$ cat src/rtl/core/bcdc_pkg.sv
// Shared types and constants of the blocked causal dynamic convolution.
package bcdc_pkg;

  localparam int CH_W    = 12;
  localparam int POS_W   = 12;
  localparam int VAL_W   = 16;
  localparam int TAP_W   = 2;
  localparam int COEF_W  = 17;
  localparam int PROD_W  = COEF_W + VAL_W;
  localparam int CFG_W   = 13;
  localparam int FRAC_W  = 13;
  localparam int DELTA_N = 4;

  localparam logic CMD_LOAD   = 1'b0;
  localparam logic CMD_SAMPLE = 1'b1;

  localparam logic [CFG_W-1:0] POS_LIMIT  = 13'd4096;
  localparam logic [CFG_W-1:0] BLK_RESET  = 13'd16;
  localparam logic [2:0]       TAPS_RESET = 3'd4;
  localparam int               ROUND_HALF = 4096;

  typedef enum logic [0:0] {
    CFG_BLOCK_SIZE = 1'b0,
    CFG_TAPS       = 1'b1
  } bcdc_cfg_idx_t;

  typedef struct packed {
    logic [CH_W-1:0]  ch;
    logic [POS_W-1:0] pos;
  } bcdc_tag_t;

  typedef struct packed {
    logic      vld;
    bcdc_tag_t tag;
  } bcdc_ctl_t;

endpackage

$ cat src/rtl/core/bcdc_mac.sv
// Coefficient add, per-tap multiply and tap sum, one register stage each.
module bcdc_mac import bcdc_pkg::*; #(
  parameter int TAPS_MAX = 4,
  localparam int HN    = (TAPS_MAX > 1) ? TAPS_MAX - 1 : 1,
  localparam int TW    = $clog2(TAPS_MAX + 1),
  localparam int SUM_W = PROD_W + $clog2(TAPS_MAX)
) (
  input  logic                    clk,
  input  logic                    rst_n,
  input  logic                    adv,
  input  bcdc_ctl_t               s1,
  input  logic signed [VAL_W-1:0] s1_x,
  input  logic signed [VAL_W-1:0] s1_delta [DELTA_N],
  input  logic signed [VAL_W-1:0] s1_base [TAPS_MAX],
  input  logic signed [VAL_W-1:0] s1_hist [HN],
  input  logic [TW-1:0]           taps_eff,
  output bcdc_ctl_t               s4,
  output logic signed [SUM_W-1:0] s4_sum
);

  logic signed [COEF_W-1:0] c_nxt  [TAPS_MAX];
  logic signed [VAL_W-1:0]  xs_nxt [TAPS_MAX];

  logic                     vld2_r, vld3_r, vld4_r;
  bcdc_tag_t                tag2_r, tag3_r, tag4_r;
  logic signed [COEF_W-1:0] c_r  [TAPS_MAX];
  logic signed [VAL_W-1:0]  xs_r [TAPS_MAX];
  logic signed [PROD_W-1:0] p_r  [TAPS_MAX];
  logic signed [SUM_W-1:0]  sum_r;
  logic signed [SUM_W-1:0]  sum_nxt;

  for (genvar k = 0; k < TAPS_MAX; k++) begin : g_tap
    logic                    en;
    logic signed [VAL_W-1:0] dk;

    // A tap reaches back only as far as the current block allows. A disabled tap
    // forces both operands to zero, so history it never needs cannot reach the sum.
    assign en = (taps_eff > TW'(k)) && (s1.tag.pos >= POS_W'(k));

    if (k < DELTA_N) begin : g_delta
      assign dk = s1_delta[k];
    end else begin : g_nodelta
      assign dk = '0;
    end

    if (k == 0) begin : g_cur
      assign xs_nxt[k] = en ? s1_x : '0;
    end else begin : g_past
      assign xs_nxt[k] = en ? s1_hist[k-1] : '0;
    end

    assign c_nxt[k] = en ? (COEF_W'(s1_base[k]) + COEF_W'(dk)) : '0;
  end

  always_comb begin
    sum_nxt = '0;
    for (int k = 0; k < TAPS_MAX; k++) begin
      sum_nxt = sum_nxt + SUM_W'(p_r[k]);
    end
  end

  always_ff @(posedge clk) begin
    if (!rst_n) begin
      vld2_r <= 1'b0;
      vld3_r <= 1'b0;
      vld4_r <= 1'b0;
    end else if (adv) begin
      vld2_r <= s1.vld;
      vld3_r <= vld2_r;
      vld4_r <= vld3_r;
    end
  end

  always_ff @(posedge clk) begin
    if (adv) begin
      tag2_r <= s1.tag;
      tag3_r <= tag2_r;
      tag4_r <= tag3_r;
      c_r    <= c_nxt;
      xs_r   <= xs_nxt;
      for (int k = 0; k < TAPS_MAX; k++) begin
        p_r[k] <= PROD_W'(c_r[k]) * PROD_W'(xs_r[k]);
      end
      sum_r  <= sum_nxt;
    end
  end

  assign s4.vld = vld4_r;
  assign s4.tag = tag4_r;
  assign s4_sum = sum_r;

endmodule

$ cat config.mk
export PLATFORM = sky130hd
export DESIGN_NAME = bcdc_mac
export DESIGN_NICKNAME = d
export VERILOG_FILES = /design/src/rtl/core/bcdc_pkg.sv /design/src/rtl/core/bcdc_mac.sv
export SDC_FILE = /design/constraint.sdc
export NUM_CORES = 2
export LEC_CHECK = 0
export BUFFER_PORTS_ARGS = -buffer_cell sky130_fd_sc_hd__buf_2
export CELL_PAD_IN_SITES_DETAIL_PLACEMENT = 1
export CELL_PAD_IN_SITES_GLOBAL_PLACEMENT = 1
export CORE_UTILIZATION = 52
export CTS_CLUSTER_DIAMETER = 100
export DETAILED_ROUTE_END_ITERATION = 8
export PLACE_DENSITY = 0.81
export SYNTH_ARGS = -nofsm -noshare
export SYNTH_HDL_FRONTEND = slang
export SYNTH_SLANG_ARGS = --single-unit
$ cat constraint.sdc
create_clock -name clk -period 6.9 [get_ports clk]
set_input_delay 0 -clock clk [delete_from_list [all_inputs] [get_ports clk]]
set_output_delay 0 -clock clk [all_outputs]
set_load 0.03 [all_outputs]
# Word level (Yosys, flattened, before mapping)
# Memory sizes are Yosys's and may differ from the RTL's.
# Index checks and enable logic that the tools add are counted.
[totals]
ff_bits = 242
ram_bits = 132
input_bits = 223
out_inout_bits = 60
word_cells = 44
memories = 1
[classes]
addsub = 7
n_mul = 4
order_cmp = 8
n_mux = 2
n_reduce_logical = 4
[mem_list]
columns = ["name", "words", "width", "rd", "rd_ports_with_merged_regs", "wr", "line", "source"]
rows = [
  ["p_r", 4, 33, 4, 0, 4, "bcdc_mac.sv:28", "logic signed [PROD_W-1:0] p_r [TAPS_MAX];"],
]
[ops]
columns = ["op", "count"]
rows = [
  ["$mul 17x16->33", 4],
  ["$add 16x16->17", 4],
  ["$add 34x33->35", 1],
  ["$add 35x33->35", 1],
  ["$add 33x33->34", 1],
  ["$ge 12x1->1 const B", 2],
  ["$ge 12x2->1 const B", 2],
  ["$gt 3x1->1 const B", 2],
  ["$gt 3x2->1 const B", 2],
  ["$logic_and 1x1->1", 4],
  ["$mux 1", 2],
]

# Longest topological paths before layout
[depth]
word_depth = 3
mapped_depth = 25
ltp_nobuf = 24

# Least setup slack after synthesis
# No wires, ideal clock.
[synth_path]
path_kind = "register to register"
from = "register xs_r[23] (netlist bit)"
to = "memory p_r[2][30] (netlist bit) (data pin)"
t_arrival_ns = 6.017
t_required_ns = 6.641
setup_slack_ns = 0.624
stages_incl_launch_ff = 25
path_buffers = 2
period_less_slack_ns = 6.276
cell_sequence = "edfxtp_1 clkbuf_1 clkbuf_1 nand2_1 fa_1 inv_1 fa_1 inv_1 fa_1 inv_1 fa_1 fa_1 inv_1 fa_1 inv_1 ha_1 nand2_1 or3_1 or2_1 o221ai_2 nand4_1 and3b_1 o21bai_1 a31oi_1 xnor2_1"
[synth_lines]
columns = ["element", "line", "source"]
rows = [
  ["start, declared", "bcdc_mac.sv:27", "logic signed [VAL_W-1:0] xs_r [TAPS_MAX];"],
  ["start signal, assigned", "bcdc_mac.sv:80", "xs_r <= xs_nxt;"],
  ["end, declared", "bcdc_mac.sv:28", ""],
]

==> impl_metrics.env <==
export IMPL_ys_seq_area_share_pct=19.0
export IMPL_crit_path_max_fanout=7
export IMPL_dieHeight_um=339
export IMPL_hold_violations=0
export IMPL_postSynthCellCount=5762
export IMPL_n_antenna_cell=0
export IMPL_maxSlewViolCount=0
export IMPL_cp_depth=21
export IMPL_dieArea_um2=115000
export IMPL_crit_type="reg2reg"
export IMPL_min_period_ps=6740
export IMPL_place_gp_congestion=0.896
export IMPL_required_ps=7290
export IMPL_finalSetupViolCount=0
export IMPL_drive_gt1_share_pct=9.43
export IMPL_synth_largest_area_cell="fa_1"
export IMPL_r2r_setup_slack_ps=160
export IMPL_yosysWarnings=0
export IMPL_max_stage_delay_ps=580
export IMPL_wl_mm=175
export IMPL_max_freq_mhz=148
export IMPL_crit_buf_inv=5
export IMPL_numCtsBuffers=48
export IMPL_ys_ff_latch=374
export IMPL_hpwl_mm=135
export IMPL_ant_nets=0
export IMPL_synth_main_ff_cell="edfxtp_1"
export IMPL_period_share_pct=97.7
export IMPL_worstPathCellList="buf_4 > buf_4 > nand2_1 > fa_1 > inv_1 > fa_1 > fa_1 > fa_1 > fa_1 > inv_1 > fa_1 > inv_1 > ha_1 > nand3_1 > nor2_1 > and3_1 > nand3_1 > a31oi_1 > a21o_1 > a21oi_1 > xnor2_1"
export IMPL_crit_start="c_r[8]"
export IMPL_row_count=123
export IMPL_grt_pass1_wl_mm=276
export IMPL_cts_tree="built"
export IMPL_vias_per_cell=5.49
export IMPL_first_iter_violations=2418
export IMPL_worstPathArrival_ps=7130
export IMPL_r2r_cells=21
export IMPL_clock_sinks=374
export IMPL_hp_class="in2reg"
export IMPL_grt_start_max_net_pins=121
export IMPL_rsz0062_at_grt="true"
export IMPL_r2r_end="p_r[3][27]"
export IMPL_drcViolationCount=0
export IMPL_r2r_start="c_r[8]"
export IMPL_maxCapViolCount=0
export IMPL_dr_pass1_iters=5
export IMPL_place_inst=7485
export IMPL_crit_path_frequent_cell="fa_1"
export IMPL_port_buffers=282
export IMPL_syn_area_um2=58900
export IMPL_antenna_found_initial=4
export IMPL_routedWlPerCell_um=22.1
export IMPL_core_um2=112000
export IMPL_finalClockSkew_ps=25.7
export IMPL_io_pin_count=283
export IMPL_slew_headroom_pct=39.5
export IMPL_setup_worst_path_end_class="flop"
export IMPL_cts_root_buf="clkbuf_16"
export IMPL_start_util_pct=52.4
export IMPL_synthTopCellsByCount="1267 x inv_1, 1175 x fa_1, 625 x nand2_1, 545 x and2_1, 434 x ha_1"
export IMPL_die_x_um=339
export IMPL_vias=43400
export IMPL_synth_top_area_share_pct=39.9
export IMPL_grt_total_usage_pct=31.0
export IMPL_synth_fp_nets=7594
export IMPL_yosysMostFrequentCell="inv_1"
export IMPL_syn_to_final_growth_pct=14.1
export IMPL_overflow=0
export IMPL_status="finished, final reports clean"
export IMPL_fin_nets=8199
export IMPL_clk_pin_slew_ps=60
export IMPL_synth_edf_count=371
export IMPL_clock_latency_ps=650
export IMPL_syn_mean_instance_area_um2=10.2
export IMPL_cpLargestDelayFamily="adder cells"
export IMPL_htree_levels=2
export IMPL_start_kind="flop"
export IMPL_ff_latch_area_um2=11200
export IMPL_num_fill_cells=12300
export IMPL_async_flop_share_pct=0
export IMPL_multi_input_area_um2=42300
export IMPL_slowest_stage="fa_1"
export IMPL_clockBufferDepth=3
export IMPL_tightest_slew_ps=907
export IMPL_synth_area_leaders="fa_1 40%, edfxtp_1 19%, ha_1 9.2%"
export IMPL_grt_pass1_vias=50000
export IMPL_final_cells=7904
export IMPL_synthDistinctLibCells=87
export IMPL_cp_endpoint="p_r[3][27]"
==> cells in the final DEF (no fill, tap or decap), types with 51 or more instances in the layout <==
cell type	count
buf_4	206
buf_2	282
o21ai_0	82
ha_1	434
edfxtp_1	371
and2_1	545
inv_1	1267
xnor2_1	161
nor3_1	51
a21o_1	75
dlygate4sd3_1	225
fa_1	1174
a21oi_1	147
nor2_1	191
nand2_1	625
xor2_1	51
==> stage by stage <==
stage | setup TNS, ps | hold slack (ps) | utilization (%) | setup WS (ps) | cell area (um2)
4_1_cts | 0 | 1.21 | 59.0 | 47.5 | 66300
2_1_floorplan | 0 | 98.9 | - | 624 | 58900
6_report | 0 | 6.50 | 59.8 | 160 | 67200
3_5_place_dp | 0 | 178 | 55.5 | 98.2 | 62400
3_3_place_gp | 0 | 176 | 55.5 | 349 | 62400
5_1_grt | -516 | 35.8 | 59.8 | -138 | 67200
==> logic make-up (layout without fill, tap and decap cells) <==
logic type,count (synthesis),in the layout,share of synthesized area [%]
simple gates,1630,1630,13.7
fa+ha+maj,1609,1609,49.2
buf+inv,1433,2075,9.17
compound gates,500,500,5.71
flops,374,374,19.0
xor+xnor,212,212,3.15
mux,4,4,0.0680
==> layer usage <==
metal	GRT usage [%]	vias to the layer above	routed length, um
li1	-	18900	-
met1	38.0	22800	66700
met2	55.6	1292	91200
met3	3.70	447	8330
met4	12.3	4	8360
met5	0	-	27
==> cell type report <==
cell class,instances,area share [%]
Sequential cell,374,16.7
Inverter,1267,7.08
Multi-Input combinational cell,3955,63.0
Timing Repair Buffer,721,7.94
Clock inverter,32,0.670
Clock buffer,55,1.83
Tap cell,1500,2.79
==> registers in the layout, summed over array words and instances (netlist names) <==
signal and flops:
s4_sum 35, vld3_r 1, tag3_r 24, c_r 68, vld4_r 1, s4 24, p_r 132, xs_r 64
tag2_r 24, vld2_r 1
==> tightest hold or removal path, stage by stage <==
cell	delay (ps)
buf_2	80
ha_1	220
xor2_1	100
nor2_1	110
==> worst min-delay path by stage <==
stage | start | endpoint | depth (start not counted)
4_1_cts | s1_delta[41] | c_r[43] | 4
5_1_grt | s1_delta[60] | c_r[64] | 4
3_5_place_dp | s1[13] | tag2_r[13] | 1
3_3_place_gp | s1[18] | tag2_r[18] | 1
6_report | s1_delta[55] | c_r[58] | 4
2_1_floorplan | s1[0] | tag2_r[0] | 0
==> what timing repair did <==
action	in CTS	in global routing
hold buffers	225	0
resized for setup	0	6
setup buffers	0	107
endpoints found under the hold margin	235	0
setup endpoints to repair	0	22
Power is left out: the tool's default activity adds up to more than one toggle a clock period on the data nets, which glitch-free logic cannot reach.
