<file path="src/rtl/core/bcdc_pkg.sv">
// Shared types and constants of the blocked causal dynamic convolution.
package bcdc_pkg;

  localparam int CH_W    = 12;
  localparam int POS_W   = 12;
  localparam int VAL_W   = 16;
  localparam int TAP_W   = 2;
  localparam int COEF_W  = 17;
  localparam int PROD_W  = COEF_W + VAL_W;
  localparam int CFG_W   = 13;
  localparam int FRAC_W  = 13;
  localparam int DELTA_N = 4;

  localparam logic CMD_LOAD   = 1'b0;
  localparam logic CMD_SAMPLE = 1'b1;

  localparam logic [CFG_W-1:0] POS_LIMIT  = 13'd4096;
  localparam logic [CFG_W-1:0] BLK_RESET  = 13'd16;
  localparam logic [2:0]       TAPS_RESET = 3'd4;
  localparam int               ROUND_HALF = 4096;

  typedef enum logic [0:0] {
    CFG_BLOCK_SIZE = 1'b0,
    CFG_TAPS       = 1'b1
  } bcdc_cfg_idx_t;

  typedef struct packed {
    logic [CH_W-1:0]  ch;
    logic [POS_W-1:0] pos;
  } bcdc_tag_t;

  typedef struct packed {
    logic      vld;
    bcdc_tag_t tag;
  } bcdc_ctl_t;

endpackage

</file>
<file path="src/rtl/core/bcdc_round.sv">
// Output stage: round half up to Q2.13, saturate to 16 bits and hold the result.
module bcdc_round import bcdc_pkg::*; #(
  parameter int SUM_W = 35,
  localparam int QW = SUM_W + 1 - FRAC_W
) (
  input  logic                    clk,
  input  logic                    rst_n,
  input  logic                    adv,
  input  bcdc_ctl_t               s4,
  input  logic signed [SUM_W-1:0] s4_sum,
  output logic                    out_vld,
  output logic [CH_W-1:0]         out_channel,
  output logic signed [VAL_W-1:0] out_value,
  output logic                    out_saturated,
  output logic [POS_W-1:0]        out_position
);

  logic signed [SUM_W:0]   biased;
  logic [QW-1:0]           q;
  logic                    sat_hi;
  logic                    sat_lo;
  logic signed [VAL_W-1:0] val_nxt;

  logic                    vld_r;
  logic [CH_W-1:0]         ch_r;
  logic signed [VAL_W-1:0] val_r;
  logic                    sat_r;
  logic [POS_W-1:0]        pos_r;

  // Dropping the fraction bits of the biased sum is the floor division.
  assign biased = (SUM_W+1)'(s4_sum) + (SUM_W+1)'(ROUND_HALF);
  assign q      = biased[SUM_W:FRAC_W];
  assign sat_hi = !q[QW-1] && (|q[QW-2:VAL_W-1]);
  assign sat_lo = q[QW-1] && !(&q[QW-2:VAL_W-1]);

  always_comb begin
    if (sat_hi) begin
      val_nxt = 16'sh7fff;
    end else if (sat_lo) begin
      val_nxt = -16'sh8000;
    end else begin
      val_nxt = $signed(q[VAL_W-1:0]);
    end
  end

  always_ff @(posedge clk) begin
    if (!rst_n) begin
      vld_r <= 1'b0;
    end else if (adv) begin
      vld_r <= s4.vld;
    end
  end

  always_ff @(posedge clk) begin
    if (adv) begin
      ch_r  <= s4.tag.ch;
      pos_r <= s4.tag.pos;
      val_r <= val_nxt;
      sat_r <= sat_hi || sat_lo;
    end
  end

  assign out_vld       = vld_r;
  assign out_channel   = ch_r;
  assign out_value     = val_r;
  assign out_saturated = sat_r;
  assign out_position  = pos_r;

endmodule

</file>
<file path="config.mk">
export PLATFORM = sky130hd
export DESIGN_NAME = bcdc_round
export DESIGN_NICKNAME = d
export VERILOG_FILES = /design/src/rtl/core/bcdc_pkg.sv /design/src/rtl/core/bcdc_round.sv
export SDC_FILE = /design/constraint.sdc
export NUM_CORES = 1
export LEC_CHECK = 0
export ABC_CLOCK_PERIOD_IN_PS = 2200
export BUFFER_PORTS_ARGS = -buffer_cell sky130_fd_sc_hd__buf_4
export CAP_MARGIN = 20
export CORE_ASPECT_RATIO = 0.9
export CORE_MARGIN = 2
export CORE_UTILIZATION = 30
export CTS_CLUSTER_SIZE = 16
export DETAILED_ROUTE_END_ITERATION = 10
export GPL_TIMING_DRIVEN = 1
export PLACE_DENSITY_LB_ADDON = 0.15
export RECOVER_POWER = 100
export SYNTH_ARGS = -nofsm -noshare
export SYNTH_HDL_FRONTEND = slang
export SYNTH_SLANG_ARGS = --single-unit
</file>
<file path="constraint.sdc">
create_clock -name clk -period 2.2 [get_ports clk]
set_input_delay 0 -clock clk [delete_from_list [all_inputs] [get_ports clk]]
set_output_delay 0 -clock clk [all_outputs]
set_load 0.01 [all_outputs]
</file>
# After elaboration in Yosys (flattened, before gate mapping)
# Cells that the tools add are included.
[classes]
add_sub_neg = 1
n_mux = 1
reduce_logical = 7
[ops]
columns = ["cell", "n"]
rows = [
  ["$add A35 B14 Y36 const B", 1],
  ["$mux W16", 1],
  ["$reduce_and A7 Y1", 1],
  ["$reduce_or A7 Y1", 1],
  ["$logic_and A1 B1 Y1", 2],
  ["$logic_not A1 Y1", 2],
  ["$logic_or A1 B1 Y1", 1],
]
[totals]
ff_bits = 42
in_bits = 63
output_inout_bits = 42

# Longest topological paths before layout
# Gate-level depths: netlist of run 1.
[depth]
ltp_word = 5
ltp_mapped = 8
depth_no_buf = 7

# Worst setup path before layout of run 1
# No wires, ideal clock.
[synth_timing]
path_kind = "input to register"
startpoint = "input port s4_sum[18]"
endpoint = "register val_r[10] (netlist: out_value[10]) (data pin)"
setup_ns = 0.272
t_arrival_ns = 2.119
required_time_ns = 1.928
setup_slack_ns = -0.191
stages = 8
path_buffers = 2
path_cell_list = "nand4_2 -> or4_1 -> buf_2 -> or4_1 -> a21o_1 -> a2111oi_4 -> buf_6 -> a211oi_1"
[synth_between]
elab_chain_cells = 5
elab_cells_between_ends = 8
cone_classes = "add/sub: 1; mux: 1; reduce/logical: 6"
[synth_rtl]
columns = ["item", "line", "source"]
rows = [
  ["start, declared", "bcdc_round.sv:10", "input logic signed [SUM_W-1:0] s4_sum,"],
  ["$add A35 B14 Y36 (*)", "bcdc_round.sv:31", "assign biased = (SUM_W+1)'(s4_sum) + (SUM_W+1)'(ROUND_HALF);"],
  ["$reduce_and A7 Y1", "bcdc_round.sv:34", "assign sat_lo = q[QW-1] && !(&q[QW-2:VAL_W-1]);"],
  ["$logic_not A1 Y1", "bcdc_round.sv:34", ""],
  ["$logic_and A1 B1 Y1", "bcdc_round.sv:34", ""],
  ["$mux W16", "bcdc_round.sv:39", "end else if (sat_lo) begin"],
  ["end signal, assigned", "bcdc_round.sv:58", "val_r <= val_nxt;"],
  ["end, declared", "bcdc_round.sv:26", "logic signed [VAL_W-1:0] val_r;"],
]
# Mark *: on every way between the ends. The rest lies on a longest branch, timed or not.
# A chain may end at the register's enable or synchronous reset.

# Worst setup path in the final report of run 1
[layout_timing]
startpoint = "input port s4_sum[12]"
endpoint = "register val_r[2] (netlist: out_value[2]) (data pin)"
# The elaborated chain is that of the path after synthesis.

==> impl_metrics.ini, run 1 <==
[status]
status = finished clean

[critical_path]
worst-path-max-fanout = 16
critPathBufInv = 2
r2r_slack_ns = 1.02
crit_path_cell_trace = buf_4, nand4_4, or4_1, or4_1, a21o_1, a2111oi_4, buf_12, a211oi_1
slowest_delay_ns = 0.58
startpoint = s4_sum[12]
crit_family = simple AND/OR/NAND/NOR gates
cp-end-kind = register
worstPathRequired_ns = 2.23
reg2reg_depth = 3
slowest_stage = or4_1
crit_end = out_value[2]$_SDFFCE_PP1P_
startpoint_type = input port
arrival_ns = 2.13
path_class = in -> reg
reg2reg_to = out_vld$_SDFFE_PN0P_
path_depth = 8
r2r_start = out_vld$_SDFFE_PN0P_
cp_common_cell = or4_1

[global_route]
grt_overflow = 0
antenna_found_initial = 0
grt_pass1_wl_um = 8950
grt_pass1_vias = 1842
grt_usage_pct = 14.7
grt_max_degree = 43

[cts]
numClockSinks = 42
cts_buffers = 5
clkLatencyLatePin_ns = 0.28
clk_pin_slew_worst_paths_ns = 0.07
cts-root-buf = clkbuf_8
cts_tree = done
cts_max_level = 2
cts_buffer_depth = 2

[sta]
skew_ns = 0
slew_headroom_pct = 34.5
worst_pin_slew_ns = 0.982
fin_tns_setup_ns = 0
hold_viol = 0
max_freq_ghz = 0.476
period_minus_slack_ns = 2.10
setup_viol = 0
rsz0062_at_grt = false
drv_slew = 0
fin_crit_sh_pct = 95.4

[run]
drv_cap = 0

[detailed_routing]
drtIter0Drc = 67
drc = 0
post_drt_via_cell_ratio = 4.59
wl_per_cell_um = 13.4
dr.pass1.iters = 4
routed_wl_um = 5500
vias = 1885
ant_nets = 0

[synthesis]
synth_fa_ha_area_share_pct = 0.596
ys.flop_type = edfxtp_1
synth_top_area_cell = edfxtp_1
synth_area_um2 = 2100
yosys.area_share.simple_pct = 18.8
yosys_warnings = 0
syn_nets = 231
synth_xor_area_share_pct = 5.84
yosysMostFrequentCell = edfxtp_1
synth_compound_area_share_pct = 12.6
synth-async-reset-ratio_pct = 0
ys_seq_area_share_pct = 59.6
yosys-top-cells-count = 41 x edfxtp_1, 14 x a211oi_1, 14 x nor2b_1
ys_ff_latch = 42
yosysUniqueCellTypes = 39
synth_top_cell_area_share_pct = 58.7
synthMuxAreaShare_pct = 0.477
syn_avg_cell_area_um2 = 12.6
synth_top_family_by_area = simple AND/OR/NAND/NOR gates
synthTopCellsByArea = edfxtp_1 59%, a211oi_1 5.0%, nor2b_1 4.2%, xnor2_1 3.3%, xor2_1 2.5%
synthCells = 167
synth_edf_count = 41

[floorplan]
core_area_um2 = 6660
io_pins = 105
rows = 28
initial_utilization_pct = 31.5
die-area_um2 = 7680
dieHeight_um = 83.3
die_x_um = 92.2

[placement]
detailed_place_hpwl_um = 4040
place.gp.congestion = 0.910
portBuffers = 92

[hold_path]
worstHoldStart = s4_sum[34]
hold_class = in -> reg

[power_and_ir_drop]
leakagePower_nw = 1.24
ir_drop_mv = 0.228
report.power.total_mw = 1.88
powerDensity_nw_per_um2 = 560

[layout]
n_fill_cell = 658
area_delta_synth_final_pct = 59.9
nets = 384
layout-drive-gt1-share_pct = 29.9
antenna_cells = 0
[layout by cell type (no fill, tap or decap), drive strengths merged, types with 6 or more instances in the layout]
cell         Yosys  final
buf              2     56
dlygate4sd3      0     26
clkbuf           2     75
edfxtp          41     41
xnor2            8      8
a211oi          14     14
xor2             6      6
nand3            7      7
nand4            8      8
nor2b           14     14
nand2            9      9
o21ai            9      9
[through the flow]
step	setup slack [ns]	std cells	utilization (%)	cell area, µm²	hold WS [ns]
global placement	-0.170	377	47.3	3150	0.178
finish	0.100	411	50.4	3360	0.197
detailed placement	-0.209	377	47.3	3150	0.180
CTS	0.0989	411	52.8	3510	0.182
global route	0.0115	411	50.4	3360	0.198
floorplan	-0.161	167	-	2120	0.0989
[report_power, final]
group          internal, mW  total, mW  switching (mW)
registers             0.951      0.968          0.0167
clock network         0.339      0.568           0.229
logic                 0.172      0.345           0.172
[logic make-up (layout without fill, tap and decap cells)]
family	after synthesis	count (layout)
XOR/XNOR	14	14
AND/OR/NAND/NOR	64	64
adder cells (fa/ha/maj)	1	1
buffers and inverters	9	163
flip-flops	42	42
multiplexers	1	1
AO/OA/AOI/OAI	36	36
[tightest hold or removal path: stages]
cell and delay (ns):
buf_4 0.11, o211a_1 0.15, a211oi_1 0.05
[flip-flops by register name, indices dropped and copies added, names as in the netlist]
| name | cells |
|---|---|
| out_position | 12 |
| out_vld | 1 |
| out_channel | 12 |
| out_saturated | 1 |
| out_value | 16 |
[how the worst min path moves through the flow]
stage          slack, ns                     endpoint  cells after the start
4_1_cts             0.18  out_value[10]$_SDFFCE_PP1P_                      3
5_1_grt             0.20  out_value[10]$_SDFFCE_PP1P_                      3
6_report            0.20  out_value[10]$_SDFFCE_PP1P_                      3
3_5_place_dp        0.18     out_channel[7]$_DFFE_PP_                      1
2_1_floorplan        0.1     out_channel[0]$_DFFE_PP_                      0
3_3_place_gp        0.18    out_position[5]$_DFFE_PP_                      1
[final cells by class]
type | count | area [µm²] | area share (%)
clock buffer | 7 | 76.3 | 2.27
multi-input combinational | 116 | 827 | 24.6
timing repair buffer | 150 | 1040 | 31.0
inverter | 5 | 18.8 | 0.559
sequential | 42 | 1250 | 37.3
clock inverter | 1 | 30.0 | 0.895
tap | 90 | 113 | 3.36
[repair_timing]
item | in CTS | in global routing
resized for setup | 0 | 1
setup endpoints to repair | 0 | 1
buffers inserted | 0 | 0
endpoints found under the hold margin | 25 | 0
hold buffers | 26 | 0
[per-layer routing]
layer  routed length, µm  GRT usage [%]  vias to the layer above
li1                    -              -                      960
met1                2370           17.9                      844
met2                2720           26.1                       76
met3                 350           3.18                        5
met4                  56           4.07                        0
met5                   0              0                        -
(Power assumes the default switching activity.)
==> run 2: changes to the inputs <==
Settings changed: CORE_UTILIZATION 30 to 40.
==> run 2 against run 1 <==
  * Cell count shrank 6.6%
  * Clock power is 0.9% higher
  * Clock-buffer cell count did not move
  * Setup slack got worse by 0.033 ns
  * Power grew 0.10%
  * Hold slack better by 0.0033 ns
  * Global-route usage is 3.5 points higher
  * Clock skew is the same
  * Register-to-register slack improved by 0.02 ns
  * Flip-flop and latch count is the same
  * Sequential share of layout area up 0.34 points
  * Critical endpoint is now out_value[11]$_SDFFCE_PP1P_
==> impl_metrics.ini, run 2 (synthesis results as in run 1) <==
[status]
status = finished clean

[cts]
cts_tree = done
cts-root-buf = clkbuf_8
numClockSinks = 42
cts_buffer_depth = 2
clk_pin_slew_worst_paths_ns = 0.07
cts_buffers = 5
clkLatencyLatePin_ns = 0.28
cts_max_level = 2

[power_and_ir_drop]
switching_share_pct = 22.4
power_switching_uw = 422
clockPowerShare_pct = 30.4
leakagePower_nw = 1.23
powerDensity_nw_per_um2 = 566
intPower_mw = 1.46
ir_drop_mv = 0.359
p_seq_share_pct = 51.4
pwr-share-comb_pct = 18.2
report.power.total_mw = 1.88

[sta]
drv_slew = 0
skew_ns = 0
slew_headroom_pct = 34.1
setup_viol = 0
fin_tns_setup_ns = 0
timing.hold.ws_ns = 0.200
period_minus_slack_ns = 2.13
hold_viol = 0
max_freq_ghz = 0.469
worst_pin_slew_ns = 0.988
fin_crit_sh_pct = 96.9
worst_slack_ns = 0.0677

[layout]
layout-drive-gt1-share_pct = 30.4
nets = 382
area_delta_synth_final_pct = 58.5
largest_reg_flops = 16
fin_area_um2 = 3330
stdcell_count = 384
fin_util_pct = 67.1
layout_common_cells = 53 x buf_4, 45 x clkbuf_1, 41 x edfxtp_1
mostFrequentLayoutCell = buf_4
antenna_cells = 0

[floorplan]
core_area_um2 = 4950
io_pins = 105
die-area_um2 = 5840
rows = 24
dieHeight_um = 72.7
die_x_um = 80.3
initial_utilization_pct = 42.3

[global_route]
antenna_found_initial = 0
grt_overflow = 0
grt_pass1_vias = 1798
grt_max_degree = 43
grt_usage_pct = 18.2
grt_pass1_wl_um = 8110

[run]
drv_cap = 0

[critical_path]
slowest_delay_ns = 0.54
cp-end-kind = register
slowest_stage = or4_4
crit_path_cell_trace = buf_4, nand4_1, or4_4, or4_1, a21o_1, a2111oi_4, buf_12, a211oi_1
critPathBufInv = 2
startpoint_type = input port
crit_family = simple AND/OR/NAND/NOR gates
arrival_ns = 2.16
r2r_start = out_vld$_SDFFE_PN0P_
startpoint = s4_sum[26]
path_class = in -> reg
worstPathRequired_ns = 2.23
worst-path-max-fanout = 16

[detailed_routing]
routed_wl_um = 5310
drc = 0
post_drt_via_cell_ratio = 5.03
dr.pass1.iters = 4
vias = 1931
ant_nets = 0
wl_per_cell_um = 13.8
drtIter0Drc = 82

[hold_path]
worstHoldStart = s4_sum[34]
hold_class = in -> reg

[placement]
detailed_place_hpwl_um = 3950
dpl_cell_area_um2 = 3090
dp.cells = 348
dpl_worst_slack_ns = -0.255
portBuffers = 92
place.gp.congestion = 0.887
run 2: cell types whose count changed in the layout (fill, tap and decap cells not counted), sizes merged:
cell / before / now
buf: 56 / 54
run 2: final cells by class:
class | instances | area [µm²]
fillers | 413 | 1630
inverters | 5 | 18.8
well taps | 65 | 81.3
clock inverters | 1 | 30.0
flip-flops and latches | 42 | 1250
repair buffers | 148 | 1020
clock buffers | 7 | 76.3
multi-input cells | 116 | 843
run 2: final timing paths:
| path | slack, ns | endpoint | depth (start not counted) |
|---|---|---|---|
| max | 0.07 | out_value[11]$_SDFFCE_PP1P_ | 8 |
| min reg2reg | 1.08 | out_vld$_SDFFE_PN0P_ | 3 |
| max reg2reg | 1.04 | out_vld$_SDFFE_PN0P_ | 3 |
| min | 0.20 | out_value[10]$_SDFFCE_PP1P_ | 3 |
run 2: timing repair:
action,CTS,global route
gates resized for setup,0,4
setup buffers,0,2
hold buffers,26,0
hold endpoints to repair,25,0
setup endpoints to repair,0,16
run 2: worst min-delay path: cells and delay by family:
family | cells | cell delay (ns)
compound gates | 2 | 0.20
buf+inv | 1 | 0.12
run 2: metal layers:
| metal | GRT usage, % | vias up | routed length (µm) |
|---|---|---|---|
| met3 | 3.59 | 11 | 420 |
| met1 | 22.4 | 869 | 2230 |
| met5 | 0 | - | 0 |
| met2 | 31.2 | 91 | 2540 |
| li1 | - | 960 | - |
| met4 | 7.72 | 0 | 132 |
run 2: power by group through the flow:
stage	combinational (mW)	clock (mW)	sequential, mW
after floorplan	0.0732	0	1.02
after global placement	0.348	0	0.984
after detailed placement	0.354	0	0.987
after CTS	0.392	0.589	0.968
after global routing	0.372	0.621	0.973
final	0.342	0.573	0.968
